`src/rtl/mitt_pkg.sv`:
```
// mitt_pkg: shared types and constants for the ms interval tick timer
// holds the command codes, timer modes, transaction payloads and divider constants
// no dependencies
package mitt_pkg;

  localparam int unsigned MS_W     = 16;
  localparam int unsigned TICKS_W  = 16;
  localparam int unsigned FRAC_W   = 10;
  localparam int unsigned LEFT_W   = 22;
  localparam int unsigned QHI_W    = 10;
  localparam int unsigned RLO_W    = 7;

  localparam int unsigned FRAC_DIV = 1000;
  // 1000 = 8 * 125, the shifted ms is split as 125 * hi + lo
  localparam int unsigned SUB_DIV  = 125;

  // ms / 125 = (ms * RECIP_MUL) >> RECIP_SHIFT, exact for every 16-bit ms
  localparam logic [16:0] RECIP_MUL   = 17'd67109;
  localparam int unsigned RECIP_SHIFT = 23;

  localparam logic [TICKS_W-1:0] CHUNK_MAX = 16'hFFFF;
  localparam logic [LEFT_W-1:0]  LEFT_MAX  = 22'h3FFFFF;

  typedef enum logic [1:0] {
    OP_TICK           = 2'd0,
    OP_START_PERIODIC = 2'd1,
    OP_START_ONESHOT  = 2'd2,
    OP_STOP           = 2'd3
  } op_e;

  typedef enum logic [1:0] {
    MODE_IDLE     = 2'd0,
    MODE_PERIODIC = 2'd1,
    MODE_ONESHOT  = 2'd2
  } mode_e;

  typedef struct packed {
    logic [1:0]      op;
    logic [MS_W-1:0] interval_ms;
  } in_item_t;

  typedef struct packed {
    logic               fire;
    logic               running;
    logic               range_error;
    logic [TICKS_W-1:0] compare_ticks;
  } out_item_t;

endpackage

```
`src/rtl/mitt_in_if.sv`:
```
// mitt_in_if: command channel of the ms interval tick timer
// valid/ready handshake carrying one in_item_t per transaction, depends on mitt_pkg
interface mitt_in_if;
  import mitt_pkg::*;

  logic     valid;
  logic     ready;
  in_item_t data;

  modport source (output valid, output data, input ready);
  modport sink   (input valid, input data, output ready);
endinterface

```
`src/rtl/mitt_out_if.sv`:
```
// mitt_out_if: result channel of the ms interval tick timer
// valid/ready handshake carrying one out_item_t per transaction, depends on mitt_pkg
interface mitt_out_if;
  import mitt_pkg::*;

  logic      valid;
  logic      ready;
  out_item_t data;

  modport source (output valid, output data, input ready);
  modport sink   (input valid, input data, output ready);
endinterface

```
`src/rtl/ms_interval_tick_timer_top.sv`:
```
// ms interval tick timer: periodic and one-shot ms timer counting 2^TICK_SHIFT Hz ticks
// path: an accepted command passes the input, ms/125 and conversion registers, then the output register
// throughput: one transaction per cycle while out_o.ready takes results; a three-register ms-to-ticks conversion pipe
//   (reciprocal multiply, remainder table) feeds a combinational next-state update
// reset: asynchronous, clears all timer state and pipeline valids, no clearing pass
// depends on mitt_pkg, mitt_in_if, mitt_out_if
module ms_interval_tick_timer_top #(
  parameter int unsigned TICK_SHIFT    = 15,
  parameter int unsigned MAX_PERIOD_MS = 2000
) (
  input  logic        clk_i,
  input  logic        rst_ni,
  mitt_in_if.sink     in_i,
  mitt_out_if.source  out_o
);
  import mitt_pkg::*;

  localparam int unsigned TSH = TICK_SHIFT - 3;
  // full quotient of (ms << TICK_SHIFT) / 1000
  localparam int unsigned QW  = TICK_SHIFT + 7;
  localparam longint unsigned PqMax =
      (64'(MAX_PERIOD_MS - 1) << TICK_SHIFT) / FRAC_DIV;
  localparam int unsigned PQW = $clog2(PqMax + 2);
  localparam int unsigned SW  = (PQW + 1 > TICKS_W) ? PQW + 1 : TICKS_W;
  localparam int unsigned XW  = (QW > LEFT_W) ? QW : LEFT_W;

  // pipeline flow control
  logic adv_o, en3, en2, en1, take3;

  // stage 1: input register
  logic            v1_q;
  op_e             op1_q;
  logic [MS_W-1:0] ms1_q;

  // stage 2: ms / 125
  logic             v2_q;
  op_e              op2_q;
  logic [MS_W-1:0]  ms2_q;
  logic [QHI_W-1:0] a2_q;
  logic             bad2_q;

  // stage 3: converted ticks and remainder
  logic              v3_q;
  op_e               op3_q;
  logic              bad3_q;
  logic [QW-1:0]     d3_q;
  logic [FRAC_W-1:0] rem3_q;

  // output register
  logic      vo_q;
  out_item_t out_q;

  // timer state
  mode_e              mode_q, mode_d;
  logic [TICKS_W-1:0] elapsed_q, elapsed_d;
  logic [TICKS_W-1:0] interval_q, interval_d;
  logic [PQW-1:0]     pq_q, pq_d;
  logic [FRAC_W-1:0]  pr_q, pr_d;
  logic [FRAC_W-1:0]  fraction_q, fraction_d;
  logic [LEFT_W-1:0]  left_q, left_d;

  logic fire_d, err_d, running_d;
  logic [TICKS_W-1:0] compare_d;

  assign adv_o = !vo_q || out_o.ready;
  assign en3   = !v3_q || adv_o;
  assign en2   = !v2_q || en3;
  assign en1   = !v1_q || en2;
  assign take3 = v3_q && adv_o;

  assign in_i.ready  = en1;
  assign out_o.valid = vo_q;
  assign out_o.data  = out_q;

  // ---------------- conversion pipe ----------------

  logic [32:0]      prod1;
  logic [QHI_W-1:0] a1;
  logic             bad1;

  assign prod1 = 33'(ms1_q) * 33'(RECIP_MUL);
  assign a1    = prod1[RECIP_SHIFT +: QHI_W];
  assign bad1  = ms1_q >= MS_W'(MAX_PERIOD_MS);

  // lo * 2^(TICK_SHIFT-3) split into quotient and remainder by 125
  logic [TSH-1:0]   tq_tbl [2**RLO_W];
  logic [RLO_W-1:0] tr_tbl [2**RLO_W];

  for (genvar g = 0; g < 2**RLO_W; g++) begin : g_tbl
    localparam int unsigned ProdVal = g << TSH;
    localparam int unsigned QuoVal  = ProdVal / SUB_DIV;
    localparam int unsigned RemVal  = ProdVal % SUB_DIV;
    assign tq_tbl[g] = TSH'(QuoVal);
    assign tr_tbl[g] = RLO_W'(RemVal);
  end

  logic [MS_W-1:0]   r_full2;
  logic [RLO_W-1:0]  r2;
  logic [QW-1:0]     d2;
  logic [FRAC_W-1:0] rem2;

  assign r_full2 = ms2_q - MS_W'(a2_q) * MS_W'(SUB_DIV);
  assign r2      = r_full2[RLO_W-1:0];
  assign d2      = (QW'(a2_q) << TSH) + QW'(tq_tbl[r2]);
  assign rem2    = {tr_tbl[r2], 3'b000};

  always_ff @(posedge clk_i or negedge rst_ni) begin
    if (!rst_ni) begin
      v1_q <= 1'b0;
      v2_q <= 1'b0;
      v3_q <= 1'b0;
      vo_q <= 1'b0;
    end else begin
      if (en1) begin
        v1_q <= in_i.valid;
      end
      if (en2) begin
        v2_q <= v1_q;
      end
      if (en3) begin
        v3_q <= v2_q;
      end
      if (adv_o) begin
        vo_q <= v3_q;
      end
    end
  end

  always_ff @(posedge clk_i) begin
    if (en1) begin
      op1_q <= op_e'(in_i.data.op);
      ms1_q <= in_i.data.interval_ms;
    end
    if (en2) begin
      op2_q  <= op1_q;
      ms2_q  <= ms1_q;
      a2_q   <= a1;
      bad2_q <= bad1;
    end
    if (en3) begin
      op3_q  <= op2_q;
      bad3_q <= bad2_q;
      d3_q   <= d2;
      rem3_q <= rem2;
    end
    if (take3) begin
      out_q.fire          <= fire_d;
      out_q.running       <= running_d;
      out_q.range_error   <= err_d;
      out_q.compare_ticks <= compare_d;
    end
  end

  // ---------------- state update ----------------

  // periodic reload: carry the remainder into the next interval
  logic [FRAC_W:0]    frac_sum;
  logic               frac_carry;
  logic [FRAC_W-1:0]  frac_next;
  logic [SW-1:0]      per_sum;
  logic [TICKS_W-1:0] per_ivl;
  logic [TICKS_W-1:0] start_ivl;

  assign frac_sum   = (FRAC_W + 1)'(pr_q) + (FRAC_W + 1)'(fraction_q);
  assign frac_carry = frac_sum >= (FRAC_W + 1)'(FRAC_DIV);
  assign frac_next  = frac_carry ? FRAC_W'(frac_sum - (FRAC_W + 1)'(FRAC_DIV))
                                 : frac_sum[FRAC_W-1:0];
  assign per_sum    = SW'(pq_q) + SW'(frac_carry);
  assign per_ivl    = (per_sum > SW'(CHUNK_MAX)) ? CHUNK_MAX : per_sum[TICKS_W-1:0];
  assign start_ivl  = (d3_q > QW'(CHUNK_MAX)) ? CHUNK_MAX : d3_q[TICKS_W-1:0];

  // one-shot total and chunking
  logic [XW-1:0]      d_ext;
  logic [LEFT_W-1:0]  os_total;
  logic [TICKS_W-1:0] os_first;
  logic [TICKS_W-1:0] os_chunk;

  assign d_ext    = XW'(d3_q);
  assign os_total = (d_ext > XW'(LEFT_MAX)) ? LEFT_MAX : d_ext[LEFT_W-1:0];
  assign os_first = (os_total > LEFT_W'(CHUNK_MAX)) ? CHUNK_MAX
                                                    : os_total[TICKS_W-1:0];
  assign os_chunk = (left_q > LEFT_W'(CHUNK_MAX)) ? CHUNK_MAX : left_q[TICKS_W-1:0];

  logic [TICKS_W:0] elapsed_inc;
  logic             hit;

  assign elapsed_inc = (TICKS_W + 1)'(elapsed_q) + (TICKS_W + 1)'(1);
  assign hit         = elapsed_inc >= (TICKS_W + 1)'(interval_q);

  // next state
  always_comb begin
    mode_d     = mode_q;
    elapsed_d  = elapsed_q;
    interval_d = interval_q;
    pq_d       = pq_q;
    pr_d       = pr_q;
    fraction_d = fraction_q;
    left_d     = left_q;
    fire_d     = 1'b0;
    err_d      = 1'b0;
    case (op3_q)
      OP_START_PERIODIC: begin
        if (bad3_q) begin
          err_d = 1'b1;
        end else begin
          mode_d     = MODE_PERIODIC;
          pq_d       = d3_q[PQW-1:0];
          pr_d       = rem3_q;
          fraction_d = rem3_q;
          elapsed_d  = '0;
          interval_d = start_ivl;
        end
      end
      OP_START_ONESHOT: begin
        mode_d     = MODE_ONESHOT;
        elapsed_d  = '0;
        interval_d = os_first;
        left_d     = os_total - LEFT_W'(os_first);
      end
      OP_STOP: begin
        mode_d    = MODE_IDLE;
        elapsed_d = '0;
      end
      OP_TICK: begin
        if (mode_q == MODE_PERIODIC || mode_q == MODE_ONESHOT) begin
          if (hit) begin
            elapsed_d = '0;
            if (mode_q == MODE_PERIODIC) begin
              fire_d     = 1'b1;
              interval_d = per_ivl;
              fraction_d = frac_next;
            end else if (left_q != '0) begin
              interval_d = os_chunk;
              left_d     = left_q - LEFT_W'(os_chunk);
            end else begin
              fire_d = 1'b1;
              mode_d = MODE_IDLE;
            end
          end else begin
            elapsed_d = elapsed_inc[TICKS_W-1:0];
          end
        end
      end
    endcase
  end

  // result fields
  always_comb begin
    running_d = (mode_d == MODE_PERIODIC) || (mode_d == MODE_ONESHOT);
    compare_d = running_d ? interval_d : '0;
  end

  always_ff @(posedge clk_i or negedge rst_ni) begin
    if (!rst_ni) begin
      mode_q     <= MODE_IDLE;
      elapsed_q  <= '0;
      interval_q <= '0;
      pq_q       <= '0;
      pr_q       <= '0;
      fraction_q <= '0;
      left_q     <= '0;
    end else if (take3) begin
      mode_q     <= mode_d;
      elapsed_q  <= elapsed_d;
      interval_q <= interval_d;
      pq_q       <= pq_d;
      pr_q       <= pr_d;
      fraction_q <= fraction_d;
      left_q     <= left_d;
    end
  end

  // ---------------- assertions ----------------

  // a rejected periodic start leaves the running count untouched
  assert property (@(posedge clk_i) disable iff (!rst_ni)
    take3 && op3_q == OP_START_PERIODIC && bad3_q
    |=> $stable(mode_q) && $stable(elapsed_q) && $stable(interval_q))
    else $error("rejected periodic start changed timer state");

  // the running count never passes its compare value
  assert property (@(posedge clk_i) disable iff (!rst_ni)
    (mode_q == MODE_PERIODIC || mode_q == MODE_ONESHOT)
    |-> (elapsed_q < interval_q) || (elapsed_q == '0))
    else $error("elapsed count beyond interval");

  // only a tick can raise an event
  assert property (@(posedge clk_i) disable iff (!rst_ni)
    take3 && op3_q != OP_TICK |=> !out_q.fire)
    else $error("event raised by a non-tick command");

  // carried remainder stays a valid fraction of 1000
  assert property (@(posedge clk_i) disable iff (!rst_ni)
    take3 && mode_d == MODE_PERIODIC |=> fraction_q < FRAC_W'(FRAC_DIV))
    else $error("periodic remainder out of range");

  // the command side only stalls when a result is held back
  assert property (@(posedge clk_i) disable iff (!rst_ni)
    !in_i.ready |-> vo_q && !out_o.ready)
    else $error("command side stalled with room in the pipe");

endmodule
```
`src/flat_wrapper.sv`:
```
// flat-port wrapper written by rule: the top's interface ports become plain ports
module ms_interval_tick_timer_top_flat import mitt_pkg::*;
#(
  parameter int unsigned TICK_SHIFT    = 15,
  parameter int unsigned MAX_PERIOD_MS = 2000
)
  (clk_i, rst_ni, in_i_valid, in_i_data, in_i_ready, out_o_valid, out_o_data, out_o_ready);
  mitt_in_if in_i_i ();
  mitt_out_if out_o_i ();
  input  logic clk_i;
  input  logic rst_ni;
  input wire logic [$bits(in_i_i.valid)-1:0] in_i_valid;
  input wire logic [$bits(in_i_i.data)-1:0] in_i_data;
  output wire logic [$bits(in_i_i.ready)-1:0] in_i_ready;
  output wire logic [$bits(out_o_i.valid)-1:0] out_o_valid;
  output wire logic [$bits(out_o_i.data)-1:0] out_o_data;
  input wire logic [$bits(out_o_i.ready)-1:0] out_o_ready;
  assign in_i_i.valid = in_i_valid;
  assign in_i_i.data = in_i_data;
  assign in_i_ready = in_i_i.ready;
  assign out_o_valid = out_o_i.valid;
  assign out_o_data = out_o_i.data;
  assign out_o_i.ready = out_o_ready;
  ms_interval_tick_timer_top #(.TICK_SHIFT(TICK_SHIFT), .MAX_PERIOD_MS(MAX_PERIOD_MS)) u_core (.clk_i(clk_i), .rst_ni(rst_ni), .in_i(in_i_i), .out_o(out_o_i));
endmodule
```
`config.mk`:
```
export PLATFORM = sky130hd
export DESIGN_NAME = ms_interval_tick_timer_top_flat
export DESIGN_NICKNAME = d
export VERILOG_FILES = /design/src/rtl/mitt_pkg.sv /design/src/rtl/mitt_in_if.sv /design/src/rtl/mitt_out_if.sv /design/src/rtl/ms_interval_tick_timer_top.sv /design/src/flat_wrapper.sv
export SDC_FILE = /design/constraint.sdc
export NUM_CORES = 1
export LEC_CHECK = 0
export ABC_AREA = 1
export BUFFER_PORTS_ARGS = -buffer_cell sky130_fd_sc_hd__buf_2
export CELL_PAD_IN_SITES_DETAIL_PLACEMENT = 0
export CELL_PAD_IN_SITES_GLOBAL_PLACEMENT = 1
export CORE_ASPECT_RATIO = 0.8
export CORE_UTILIZATION = 48
export CTS_CLUSTER_DIAMETER = 50
export DETAILED_ROUTE_END_ITERATION = 12
export GPL_ROUTABILITY_DRIVEN = 0
export HOLD_SLACK_MARGIN = 0.03
export PLACE_DENSITY = 0.8
export REMOVE_ABC_BUFFERS = 1
export SYNTH_ARGS = -nofsm -noshare
export SYNTH_HDL_FRONTEND = slang
export SYNTH_SLANG_ARGS = --single-unit
```
`constraint.sdc`:
```
create_clock -name clk_i -period 6.3 [get_ports clk_i]
set_input_delay 0.63 -clock clk_i [delete_from_list [all_inputs] [get_ports clk_i]]
set_output_delay 0.63 -clock clk_i [all_outputs]
set_load 0.03 [all_outputs]
```
# After elaboration in Yosys (flattened, before gate mapping)
# Memories as Yosys holds them, arrays and structs flattened. A register that Yosys moved wholly into a read port is not among the register bits.
# Index checks and enable logic that the tools add are counted.
# totals
ff_bits,175
rom_bits,2432
in_bits,22
out_inout_bits,21
elab_cells,118
n_memories,2
# op_classes
add_sub_neg,8
n_mul,2
n_lt_le_gt_ge,9
n_eq_ne,13
muxes,37
n_bitwise,2
n_reduce_logical,21
# memory_table
name,words,word_bits,rd,rd_ports_with_merged_regs,wr,line,source
(no name shown),128,12,1,0,0,ms_interval_tick_timer_top.sv:104,assign d2 = (QW'(a2_q) << TSH) + QW'(tq_tbl[r2]);
(no name shown),128,7,1,1,0,ms_interval_tick_timer_top.sv:105,"assign rem2 = {tr_tbl[r2], 3'b000};"
# ops
operator,n
$mux 16,12
$mux 22,5
$pmux 16 s3,2
$gt 22x16->1 const B,3
$mux 10,5
$pmux 22 s2,1
$sub 22x16->22,2
$mul 16x17->33 const B,1
$mux 12,2
$add 22x12->22,1
$gt 22x22->1 const B,1
$reduce_bool 22->1,1
$pmux 10 s2,1
$add 16x1->17,1
$add 16x1->17 const B,1
$ge 17x16->1,1
$gt 17x16->1 const B,1
$ge 16x11->1 const B,1
$reduce_and 6->1,2
$add 10x10->11,1
$ge 11x10->1 const B,1
$mul 10x7->7 const B,1
$mux 2,5
$sub 10x10->10 const B,1
17 further kinds,39

# Logic depth before layout (Yosys ltp)
# depth
ltp_word,9
mapped_depth,29
depth_no_buf,28

# Least setup slack after synthesis
# OpenSTA, ideal clock, no wires.
# synth_path
path_kind,register to register
start,register u_core.ms1_q[2]
end,register u_core.a2_q[7] (data pin)
setup_time_ps,258
arrival_ps,4119
t_required_ps,6042
setup_slack_ps,1922
path_stages_with_launch,17
n_path_buf,0
period_less_slack_ps,4378
cell_sequence,edfxtp_1 > ha_1 > ha_1 > inv_1 > fa_1 > inv_1 > fa_1 > fa_1 > fa_1 > ha_1 > a21o_1 > a31oi_1 > nor3_1 > o21ai_0 > nand3_1 > a21oi_1 > xnor2_1
# synth_between
elab_chain_len,1
# synth_rtl
item,line,source
"start, declared",ms_interval_tick_timer_top.sv:33,logic [MS_W-1:0] ms1_q;
"start signal, assigned",ms_interval_tick_timer_top.sv:132,ms1_q <= in_i.data.interval_ms;
$mul 16x17->33,ms_interval_tick_timer_top.sv:81,assign prod1 = 33'(ms1_q) * 33'(RECIP_MUL);
named net u_core.prod1[30],ms_interval_tick_timer_top.sv:77,logic [32:0] prod1;
"end signal, assigned",ms_interval_tick_timer_top.sv:137,a2_q <= a1;
"end, declared",ms_interval_tick_timer_top.sv:39,logic [QHI_W-1:0] a2_q;
# The timed path passes the listed nets, and every way through them passes these cells.
# A chain may end at the register's enable or synchronous reset.

# Worst setup path after layout
# layout_path
start,register u_core.a2_q[0]
end,register u_core.d3_q[9] (data pin)
# layout_between
elab_chain_len,7
# layout_rtl
item,line,source
$mul 10x7->7,ms_interval_tick_timer_top.sv:102,assign r_full2 = ms2_q - MS_W'(a2_q) * MS_W'(SUB_DIV);
$sub 7x7->7,ms_interval_tick_timer_top.sv:102,
$not 7->8 (not written as such),ms_interval_tick_timer_top.sv:104,
$mem_v2 128x12,-,
$mux 12 (not written as such) (2 in a row),ms_interval_tick_timer_top.sv:104,
$add 22x12->22,ms_interval_tick_timer_top.sv:104,
named net u_core.d2[9],ms_interval_tick_timer_top.sv:99,logic [QW-1:0] d2;
"end signal, assigned",ms_interval_tick_timer_top.sv:143,d3_q <= d2;
"end, declared",ms_interval_tick_timer_top.sv:46,logic [QW-1:0] d3_q;
# The timed path passes the listed nets, and every way through them passes these cells. The select of a mux whose other input is x is not followed.

==> summary.txt <==
Status = finished, final reports clean
Clock sink total = 177
RSZ-0062 raised after global routing = false
Hold Violations, Final = 0
Die Wd = 213 um
Post-CTS Resized = 0
Flops & latches, synth = 177
GRT busiest layer = met2
Routed Antenna Nets = 0
Number of synthesized flops with an enable pin = 88
Synth top area share = 15.5%
Crit path top cell by count = inv_1
TNS Setup = 0 ps
Port bufs = 42
Biggest area consumer among synthesized cells = edfxtp_1
R2R setup slack = 1420 ps
Crit path max fanout = 49
Met1 usage = 38.6%
Diodes inserted = 0
Least-Margin Pin Slew = 1030 ps
Crit end category = flop
Buf/Inv on CP = 6
Final setup fails = 0
DR vias/cell = 5.49
Core area = 34,900 um^2
DRC = 0
Num CTS Buffers = 17
Clk Latency, worst-skew pair = 460 ps
# hold bufs at CTS = 0
# nets final = 2,550
Worst min path class = primary input to asynchronous set/reset pin
Crit path DAT = 5090 ps
Async set-reset flop share out of synthesis = 50.3%
Max clock buf depth = 2
CP required = 6510 ps
Period utilisation layout = 77.5%
Root Buffer = clkbuf_16
Worst Setup Start Kind = flop
Sequential fraction of the synthesis area = 28.6%
Global route overflow = 0
Crit path from = u_core.a2_q[0]
Avg Cell Area, Syn = 7.49 um^2
Row count = 61
Crit Path Class = flop to flop
DIE AREA = 36,200 um^2
I/O pin total = 43
Max stage delay on crit path = 540 ps
Die H = 170 um
Vias = 15,200
Worst r2r src = u_core.a2_q[0]
Fraction of layout cells with a size suffix above 1 = 7.68%
Initial antenna violation count = 0
Clk_skew = 13.1 ps
Post-CTS setup buffers = 0
Worst path cell trace = ha_1 -> inv_1 -> fa_1 -> inv_1 -> ha_1 -> fa_1 -> inv_1 -> ha_1 -> xor2_4 -> buf_4 -> inv_1 -> buf_4 -> nor3_1 -> o31ai_1 -> o21a_1
First-pass GRT wire length = 74.0 mm
Final wirelength = 46.3 mm
Vias in the first global route = 14,100
Critical Path Sink = u_core.d3_q[9]
Initial Util = 48.8%
Post-Syn Area = 17,000 um^2
Pin count of the biggest net entering global routing = 52
Reg clk slew, reported paths = 70 ps
Area Growth Syn to Fin = 7.34%
Synth Flop Type = dfrtp_1
First-pass DRT Iterations = 5
Synth Instances = 2,273
Yosys cell types = 56
Reg2reg end = u_core.d3_q[9]
H-tree levels = 4
GR Layer Usage met2 = 39.0%
All-Layer GR Usage = 26.2%
Relative slew slack = 31.5%
CTS tree = done
1st-iter DRT viols = 1,178
Avg WL per Cell = 16.7 um
Total of max-cap violations = 0
Final min period = 4880 ps
Fmax = 205 MHz
Final Max Slew Viols = 0
GRT met3 Usage = 3.80%
Worst r2r path cells = 15
Instance count on the critical path = 15
Top cells by area, synth = edfxtp_1 (16%), ha_1 (15%), dfrtp_1 (13%)
Syn. warnings = 0
Largest delay share family, worst path = adder cells
Dpl hpwl = 34.9 mm
Slowest cell on the critical path = fa_1
==> state kept, by name, summed over array words and instances (netlist names) <==
name,cells
u_core.bad2_q,1
u_core.v3_q,1
u_core.elapsed_q,16
u_core.out_o.valid,1
u_core.a2_q,10
u_core.pq_q,16
u_core.out_o.data,19
u_core.ms2_q,7
u_core.pr_q,6
u_core.op2_q,2
u_core.fraction_q,7
u_core.left_q,22
u_core.mode_q,2
u_core.ms1_q,16
u_core.op1_q,2
u_core.op3_q,2
u_core.bad3_q,1
u_core.v2_q,1
u_core.d3_q,21
u_core.v1_q,1
u_core.rem3_q,7
u_core.interval_q,16
==> layout by cell type (no fill, tap or decap), types with 5 or more instances in the layout <==
cell type  netlist  routed
inv_2           15      15
nand4_1         27      27
a21oi_1         88      88
fa_1            48      48
nand2_1        549     549
buf_4            5      15
nand2_2         13      13
o22ai_1         15      15
a221oi_1        16      16
a31oi_1          9       9
inv_1          339     339
nor2_2          27      27
o21ai_0        156     156
xor2_1          37      36
o21ai_1         21      21
clkinv_1         5       6
dfrtp_1         89      89
buf_2           24      41
nor4_1           5       5
nor2_4           6       7
nor3_1          23      23
xnor2_1         12      11
ha_1           199     199
o211ai_1        22      22
nand3_1        191     191
a21o_1           5       5
o21a_1           8       8
o31ai_1          7       7
edfxtp_1        88      88
clkbuf_16        0      18
nor2_1         137     136
==> cell families (layout without fill, tap and decap cells) <==
kind of cell / count (synthesis) / after routing / share of synthesized area, %
AOI/OAI and AO/OA: 364 / 364 / 12.2
xor gates and xnor gates: 54 / 54 / 3.00
adders and majority gates: 247 / 247 / 20.3
buffers and inverters: 426 / 446 / 9.85
DFF: 177 / 177 / 28.6
muxes: 5 / 5 / 0.323
and+or+nand+nor: 1000 / 1000 / 25.8
==> worst reg2reg max path, cell delays in order (launching register included) <==
cell      delay [ps]
edfxtp_1         500
ha_1             240
inv_1            100
fa_1             420
inv_1             70
ha_1             230
fa_1             540
inv_1             40
ha_1             380
xor2_4           180
buf_4            440
inv_1            530
buf_4            370
nor3_1           310
o31ai_1          120
o21a_1           170
==> per-stage QoR <==
step                      worst slack (ps)  utilization [%]  instances  instance area [um^2]  hold slack (ps)
after global routing                  1120             52.4       2765                 18300              188
after global placement                1550             50.6       2734                 17600              404
after CTS                             1410             52.4       2765                 18300              161
after detailed placement              1480             50.6       2734                 17600              405
final                                 1420             52.4       2765                 18300              156
after floorplan                        288                -       2206                 16700              334
==> cell type report <==
| class | count | area [um^2] |
|---|---|---|
| clock inverters | 9 | 153 |
| inverters | 359 | 1350 |
| flip-flops and latches | 177 | 4870 |
| fillers | 3410 | 16600 |
| multi-input cells | 1670 | 10500 |
| well taps | 472 | 591 |
| clock buffers | 22 | 485 |
| repair buffers | 56 | 318 |
==> cell usage after synthesis (6+ instances only) <==
cell type	instances
ha_1	199
a31oi_1	9
nand2_1	549
a21oi_1	88
nor2_2	27
edfxtp_1	88
o211ai_1	22
inv_2	15
dfrtp_1	89
o31ai_1	7
o21ai_0	156
clkbuf_1	28
o22ai_1	15
buf_2	24
nand4_1	27
a221oi_1	16
o21ai_1	21
nor2_4	6
buf_1	6
nor2_1	137
xor2_1	37
fa_1	48
nor3_1	23
nand3_1	191
nand2_2	13
xnor2_1	12
o21a_1	8
inv_1	339
==> worst min-delay path by stage <==
stage	start	end	slack, ps	cells after the start
floorplan	rst_ni	u_core.elapsed_q[0]	330	0
global placement	u_core.a2_q[8]	u_core.d3_q[20]	400	0
detailed placement	u_core.a2_q[9]	u_core.d3_q[21]	400	0
CTS	rst_ni	u_core.pq_q[5]	160	1
global route	rst_ni	u_core.fraction_q[3]	190	1
finish	rst_ni	u_core.fraction_q[4]	160	1
==> layer usage <==
layer,routed length [um],up-vias
met1,22700,7133
met4,1040,0
met2,20000,471
met5,0,-
met3,2540,64
li1,-,7506
Power is left out: the tool's default activity adds up to more than one toggle a clock period on the data nets, which glitch-free logic cannot reach.
